===== config.mk =====
export PLATFORM = sky130hd
export DESIGN_NAME = signed_divider_quotient_remainder
export DESIGN_NICKNAME = d
export VERILOG_FILES = /design/src/sv/sdqr_pkg.sv /design/src/sv/sdqr_unit.sv /design/src/sv/signed_divider_quotient_remainder.sv
export VERILOG_INCLUDE_DIRS = /design/src /design/src/sv
export SDC_FILE = /design/constraint.sdc
export NUM_CORES = 1
export LEC_CHECK = 0
export BUFFER_PORTS_ARGS = -buffer_cell sky130_fd_sc_hd__buf_2
export CORE_ASPECT_RATIO = 1.2
export CORE_UTILIZATION = 59
export DETAILED_ROUTE_END_ITERATION = 8
export GPL_ROUTABILITY_DRIVEN = 0
export PLACE_DENSITY = 0.92
export RECOVER_POWER = 25
export SLEW_MARGIN = 20
export SYNTH_ARGS = -nofsm -noshare
export SYNTH_HDL_FRONTEND = slang
export SYNTH_SLANG_ARGS = --single-unit

===== constraint.sdc =====
create_clock -name clk -period 5.33 [get_ports clk]
set_input_delay 1.066 -clock clk [delete_from_list [all_inputs] [get_ports clk]]
set_output_delay 1.066 -clock clk [all_outputs]
set_load 0.01 [all_outputs]

===== src/sv/assert_macros.svh =====
// Assertion macros shared by the divider RTL.
`ifndef ASSERT_MACROS_SVH
`define ASSERT_MACROS_SVH

`ifndef ASSERT_OFF

// Checks that a property holds at every rising edge of clk outside reset.
`define SDQR_ASSERT(lbl, prop) \
    lbl: assert property (@(posedge clk) disable iff (!rst_n) (prop)) \
        else $error("sdqr assertion failed");

// Checks that a condition never holds at a rising edge of clk outside reset.
`define SDQR_NEVER(lbl, cond) \
    lbl: assert property (@(posedge clk) disable iff (!rst_n) !(cond)) \
        else $error("sdqr forbidden condition seen");

`else

`define SDQR_ASSERT(lbl, prop)
`define SDQR_NEVER(lbl, cond)

`endif

`endif


===== src/sv/sdqr_pkg.sv =====
// Package with the types and constants of the signed divider.
package sdqr_pkg;

    localparam int DATA_WIDTH = 32;
    localparam int CNT_W = $clog2(DATA_WIDTH);

    localparam logic [CNT_W-1:0] CNT_MAX = CNT_W'(DATA_WIDTH - 1);
    localparam logic [DATA_WIDTH-1:0] ONE_W = DATA_WIDTH'(1);

    typedef struct packed {
        logic signed [DATA_WIDTH-1:0] dividend;
        logic signed [DATA_WIDTH-1:0] divisor;
    } op_word_t;

    typedef struct packed {
        logic signed [DATA_WIDTH-1:0] quotient;
        logic signed [DATA_WIDTH-1:0] remainder;
        logic                         divide_by_zero;
    } res_word_t;

    typedef struct packed {
        logic load;
        logic step;
    } unit_ctrl_t;

    typedef enum logic [2:0] {
        ST_IDLE = 3'b001,
        ST_DIV  = 3'b010,
        ST_FIX  = 3'b100
    } state_t;

endpackage


===== src/sv/sdqr_unit.sv =====
// Restoring shift and subtract unit that produces one quotient bit per step.
module sdqr_unit (
    input  logic                                   clk,
    input  sdqr_pkg::unit_ctrl_t                   ctrl,
    input  logic [sdqr_pkg::DATA_WIDTH-1:0]        dividend_mag,
    input  logic [sdqr_pkg::DATA_WIDTH-1:0]        divisor_mag,
    output logic [sdqr_pkg::DATA_WIDTH-1:0]        quo,
    output logic [sdqr_pkg::DATA_WIDTH-1:0]        rem
);

    logic [sdqr_pkg::DATA_WIDTH-1:0] quo_reg;
    logic [sdqr_pkg::DATA_WIDTH-1:0] quo_next;
    logic [sdqr_pkg::DATA_WIDTH-1:0] rem_reg;
    logic [sdqr_pkg::DATA_WIDTH-1:0] rem_next;
    logic [sdqr_pkg::DATA_WIDTH-1:0] den_reg;
    logic [sdqr_pkg::DATA_WIDTH-1:0] den_next;
    logic [sdqr_pkg::DATA_WIDTH+1:0] diff;

    // The partial remainder gains the next dividend bit, then the divisor is tried.
    assign diff = {1'b0, rem_reg, quo_reg[sdqr_pkg::DATA_WIDTH-1]} - {2'b00, den_reg};

    always_comb
    begin
        quo_next = quo_reg;
        rem_next = rem_reg;
        den_next = den_reg;
        if (ctrl.load)
        begin
            quo_next = dividend_mag;
            rem_next = '0;
            den_next = divisor_mag;
        end
        else if (ctrl.step)
        begin
            if (diff[sdqr_pkg::DATA_WIDTH+1])
            begin
                rem_next = {rem_reg[sdqr_pkg::DATA_WIDTH-2:0],
                            quo_reg[sdqr_pkg::DATA_WIDTH-1]};
                quo_next = {quo_reg[sdqr_pkg::DATA_WIDTH-2:0], 1'b0};
            end
            else
            begin
                rem_next = diff[sdqr_pkg::DATA_WIDTH-1:0];
                quo_next = {quo_reg[sdqr_pkg::DATA_WIDTH-2:0], 1'b1};
            end
        end
    end

    always_ff @(posedge clk)
    begin
        quo_reg <= quo_next;
        rem_reg <= rem_next;
        den_reg <= den_next;
    end

    assign quo = quo_reg;
    assign rem = rem_reg;

endmodule


===== src/sv/signed_divider_quotient_remainder.sv =====
// Top level of the signed divider: sequencer, sign handling and result register.
//
// The op channel carries one word holding a signed dividend and divisor; the
// res channel returns one word with the quotient (truncated toward zero), the
// remainder (sign of the dividend) and a divide-by-zero flag. Both channels
// use valid and ready.
// A word is accepted only while the divider is idle. The magnitudes are
// loaded into a single restoring subtract unit at acceptance, which then
// produces one quotient bit per cycle, DATA_WIDTH bits in all; the fix state
// then fixes the signs and writes the result register, which raises result
// valid. A new word can be accepted only once the divider is back in idle,
// so the divider works on one word at a time.
// The result register lets a new word start while the previous result waits.
// If the receiver still holds off when the next result is ready, the divider
// waits in its fix state until the result register frees up.
// A zero divisor gives zero quotient and remainder with the flag set; the
// most negative value divided by minus one wraps to the most negative value.
// Reset clears result valid and returns the divider to idle; the result word itself is not reset.
`include "assert_macros.svh"

module signed_divider_quotient_remainder (
    input  logic                  clk,
    input  logic                  rst_n,
    input  logic                  op_valid,
    output logic                  op_ready,
    input  sdqr_pkg::op_word_t    op_word,
    output logic                  res_valid,
    input  logic                  res_ready,
    output sdqr_pkg::res_word_t   res_word
);

    localparam int W = sdqr_pkg::DATA_WIDTH;

    sdqr_pkg::state_t            state_reg;
    sdqr_pkg::state_t            state_next;
    logic [sdqr_pkg::CNT_W-1:0]  cnt_reg;
    logic [sdqr_pkg::CNT_W-1:0]  cnt_next;
    logic                        neg_q_reg;
    logic                        neg_q_next;
    logic                        neg_r_reg;
    logic                        neg_r_next;
    logic                        zero_reg;
    logic                        zero_next;
    logic                        res_valid_reg;
    logic                        res_valid_next;
    sdqr_pkg::res_word_t         res_word_reg;
    sdqr_pkg::res_word_t         res_word_next;
    sdqr_pkg::unit_ctrl_t        ctrl;
    logic                        accept;
    logic                        emit;
    logic [W-1:0]                a_bits;
    logic [W-1:0]                b_bits;
    logic [W-1:0]                a_mag;
    logic [W-1:0]                b_mag;
    logic [W-1:0]                quo;
    logic [W-1:0]                rem;
    logic [W-1:0]                q_fix;
    logic [W-1:0]                r_fix;

    assign op_ready = (state_reg == sdqr_pkg::ST_IDLE);
    assign accept   = op_valid && op_ready;
    assign emit     = (state_reg == sdqr_pkg::ST_FIX) && (!res_valid_reg || res_ready);

    assign a_bits = op_word.dividend;
    assign b_bits = op_word.divisor;
    assign a_mag  = a_bits[W-1] ? (~a_bits + sdqr_pkg::ONE_W) : a_bits;
    assign b_mag  = b_bits[W-1] ? (~b_bits + sdqr_pkg::ONE_W) : b_bits;

    assign ctrl.load = accept;
    assign ctrl.step = (state_reg == sdqr_pkg::ST_DIV);

    sdqr_unit u_unit (
        .clk          (clk),
        .ctrl         (ctrl),
        .dividend_mag (a_mag),
        .divisor_mag  (b_mag),
        .quo          (quo),
        .rem          (rem)
    );

    assign q_fix = neg_q_reg ? (~quo + sdqr_pkg::ONE_W) : quo;
    assign r_fix = neg_r_reg ? (~rem + sdqr_pkg::ONE_W) : rem;

    always_comb
    begin
        state_next     = state_reg;
        cnt_next       = cnt_reg;
        neg_q_next     = neg_q_reg;
        neg_r_next     = neg_r_reg;
        zero_next      = zero_reg;
        res_valid_next = res_valid_reg;
        res_word_next  = res_word_reg;

        if (res_valid_reg && res_ready)
        begin
            res_valid_next = 1'b0;
        end

        case (state_reg)
            sdqr_pkg::ST_IDLE:
            begin
                if (accept)
                begin
                    neg_q_next = a_bits[W-1] ^ b_bits[W-1];
                    neg_r_next = a_bits[W-1];
                    zero_next  = (b_bits == '0);
                    cnt_next   = sdqr_pkg::CNT_MAX;
                    state_next = sdqr_pkg::ST_DIV;
                end
            end
            sdqr_pkg::ST_DIV:
            begin
                cnt_next = cnt_reg - 1'b1;
                if (cnt_reg == '0)
                begin
                    state_next = sdqr_pkg::ST_FIX;
                end
            end
            sdqr_pkg::ST_FIX:
            begin
                if (emit)
                begin
                    res_word_next.quotient       = zero_reg ? '0 : q_fix;
                    res_word_next.remainder      = zero_reg ? '0 : r_fix;
                    res_word_next.divide_by_zero = zero_reg;
                    res_valid_next               = 1'b1;
                    state_next                   = sdqr_pkg::ST_IDLE;
                end
            end
            default:
            begin
                state_next = sdqr_pkg::ST_IDLE;
            end
        endcase
    end

    always_ff @(posedge clk or negedge rst_n)
    begin
        if (!rst_n)
        begin
            state_reg     <= sdqr_pkg::ST_IDLE;
            cnt_reg       <= '0;
            res_valid_reg <= 1'b0;
        end
        else
        begin
            state_reg     <= state_next;
            cnt_reg       <= cnt_next;
            res_valid_reg <= res_valid_next;
        end
    end

    always_ff @(posedge clk)
    begin
        neg_q_reg    <= neg_q_next;
        neg_r_reg    <= neg_r_next;
        zero_reg     <= zero_next;
        res_word_reg <= res_word_next;
    end

    assign res_valid = res_valid_reg;
    assign res_word  = res_word_reg;

    `SDQR_ASSERT(a_accept_starts_div,
        (op_valid && op_ready) |=>
        (state_reg == sdqr_pkg::ST_DIV && cnt_reg == sdqr_pkg::CNT_MAX))
    `SDQR_ASSERT(a_result_from_fix,
        $rose(res_valid) |-> $past(state_reg == sdqr_pkg::ST_FIX))
    `SDQR_ASSERT(a_zero_flag_clears_fields,
        (res_valid && res_word.divide_by_zero) |->
        (res_word.quotient == '0 && res_word.remainder == '0))
    `SDQR_NEVER(a_load_during_step, ctrl.load && ctrl.step)

endmodule

==> results.md <==
- Status: complete, but fails checks
- Failing checks: max-capacitance violations, max-slew violations
- ANT nets after route: 0
- Syn Nets: roughly 1200
- Syn-to-layout area delta: 13.3%
- Largest net degree at the start of global routing: 66
- Starting Density: 0.603
- Crit path max fanout: 19
- IO Port Bufs: ~130
- Clock Path Buffers: 2
- CP Buf/Inv Count: 1
- Post_cts resized: 0
- Worst-path clk slew: 0.07 ns
- DP Wirelength: around 17000 um
- Die Width: 124 um
- Top_reg_cell synth: edfxtp_1
- Crit path kind: reg -> reg
- Detailed Route WL: approximately 24000 um
- Synth Register Bits: around 170
- CTS tree: built
- I/O pins: 135
- Clk_lat worst skew: approximately 0.44 ns
- Arrival time at the worst endpoint: 4.13 ns
- Max reg flops: 65
- Row Count: 53
- Sequential share of the synthesized area: 0.456
- Worst Path Required: 5.66 ns
- First-pass GRT wire length: between 30000 and 40000 um
- Worst path cell trace: ha_1 -> a21oi_1 -> o21ai_0 -> a311o_1 -> a21o_1 -> a21o_1 -> a22oi_1 -> buf_4 -> and2_1 -> o21ai_0 -> a22o_1
- CTS Buf Count: 17
- First-iteration detailed-routing DRC count: 943
- Synth area leader: edfxtp_1
- Startpoint types: flip-flop
- Max incr delay on CP: 0.67 ns
- Die height: between 100 and 150 um
- Commonest cells after routing, fill and taps aside: edfxtp_1 (132), nand2_1 (131), o21ai_0 (112)
- Vias in the first global route: 8158
- Power density over the cells: 589 nW/um^2
- Pleak: 0.00485 uW
- Fmax: 0.263 GHz
- Core ar.: between 15000 and 20000 um^2
- Initial DRT Pass Iterations: 6
- Commonest non-fill, non-tap cell in the layout: edfxtp_1
- Worst slew margin: -0.806
- Final setup vio count: 0
- Share of post-route cells with drive strength above 1: 0.142
- Global route overflow: 0
- CTS Hold Bufs: 0
- # Post-CTS Setup Buffers: 0
- Min Tclk post-route: around 3.8 ns
- Critical path's top delay family: compound AO/OA/AOI/OAI gates
- Number of antenna violations at the first check in global routing: 0
- RSZ-0062 raised after global routing: false
- Ys async rst share: 0.0520
- CP endpoint kind: flip-flop
- Setup Total Neg Slack: 0 ns
- Area fraction of the dominant cell type after synthesis: 0.374
- Final WS setup: 1.53 ns
- Slew Viols, Final: between 90 and 100
- Largest cells by area after synthesis: edfxtp_1 (37%), xor2_1 (7.9%), dfxtp_1 (6.0%), o21ai_0 (5.3%), nand2_1 (4.7%)
- Clock H-tree levels: 4
- Worst Tran Pin Value: 2.71 ns
- Routed length per placed instance: roughly 16 um
- CP max-delay cell: and2_1
- DIE AREA: ~18000 um^2
- Gate Count Post-Synth: between 1000 and 1500
- Clk_skew: 0.00917 ns
- Crit share post-route: 0.712
- Final layout net count: about 1300
- Final Core Density: 0.683
- Post-synth EDFFs: roughly 130
- Ys Warns: 0
- Syn_area_per_cell: 9.60 um^2
- Routed vias/inst: 6.03
- Peak supply drop: between 0.3 and 0.4 mV
- Worst hold path type: reg -> reg
- Final Hold Fails: 0
- Clock tree sinks: 173
- Distinct cells, synth: between 60 and 70
- Synthesized cell area: between 10000 and 15000 um^2
- Placed Area: roughly 11000 um^2
- Final Cell Area: ~12000 um^2
- # DRC: 0
- DR vias: 8752
- Root Buffer: clkbuf_16
- Max-cap violations: 2
- Pre-CTS WS: 1.43 ns
- Total track usage: 0.262
-- Yosys cell counts, types with 8 or more instances --
master and n:
edfxtp_1 132, nand2_1 132, o21ai_0 112, nor2_1 100, xor2_1 96, a21oi_1 49, inv_1 49, xnor2_1 46
ha_1 38, clkbuf_1 36, dfxtp_1 32, o31ai_1 32, mux2i_1 18, or4_1 18, nand3_1 17, nor3_1 16
a21o_1 14, o41ai_1 14, a32oi_1 12, buf_1 9, nand2b_1 9, nor4_1 9, and3_1 8, dfrtp_1 8
or3_1 8
-- kinds of logic (layout without fill, tap and decap cells) --
logic type               count (synthesis)  count (layout)  synth area share
AND/OR/NAND/NOR                        359             359             0.162
AO/OA/AOI/OAI                          274             274             0.164
flip-flops                             173             173             0.456
XOR/XNOR                               142             142             0.117
buffers and inverters                   96             224            0.0343
adder cells (fa/ha/maj)                 39              39            0.0468
multiplexers                            20              20            0.0191
other                                    0               1                 0
-- report_power, final --
group	total [uW]	switching, uW	leakage, uW	internal [uW]
logic	3430	2030	0.00298	1390
registers	2380	400	0.00159	1980
clock network	1260	555	0.000287	706
-- routing by layer --
metal  global-route usage  up-vias  share of wire
li1                     -     4247              -
met1                0.317     4088           0.41
met2                0.465      367           0.51
met3               0.0456       50          0.065
met4                0.104        0          0.024
met5                    0        -              0
-- stage by stage --
step           instances  hold slack, ns  total power, uW
2_1_floorplan       1103           0.424             4980
3_3_place_gp        1419           0.469             5590
3_5_place_dp        1419           0.485             5740
4_1_cts             1451           0.461             7030
5_1_grt             1451           0.534             7590
6_report            1452           0.489             7070
-- final timing paths --
check | start | end | slack [ns] | cells past startpoint
worst min-delay path | u_unit.rem[31] | u_unit.rem[31] | 0.49 | 2
worst min register to register | u_unit.rem[31] | u_unit.rem[31] | 0.49 | 2
max in group asynchronous | rst_n | state_reg[0] | 4.41 | 1
worst max register to register | u_unit.rem[7] | u_unit.rem[0] | 1.53 | 11
min in group asynchronous | rst_n | state_reg[2] | 0.56 | 1
worst max-delay path | u_unit.rem[7] | u_unit.rem[0] | 1.53 | 11
-- final cells by class --
| type | count | area [um^2] |
|---|---|---|
| Fill cell | 1262 | 5570 |
| Multi-Input combinational cell | 834 | 5400 |
| Sequential cell | 173 | 4830 |
| Timing Repair Buffer | 143 | 706 |
| Clock buffer | 17 | 425 |
| Tap cell | 220 | 275 |
| Inverter | 49 | 184 |
| Clock inverter | 15 | 174 |
| Antenna cell | 1 | 2.50 |
-- tightest hold or removal path: cells and delay by family (launching register included) --
kind	cells	cell delay, ns
flip-flops	1	0.34
AND/OR/NAND/NOR	2	0.11
Power figures use the tool's default switching activity.
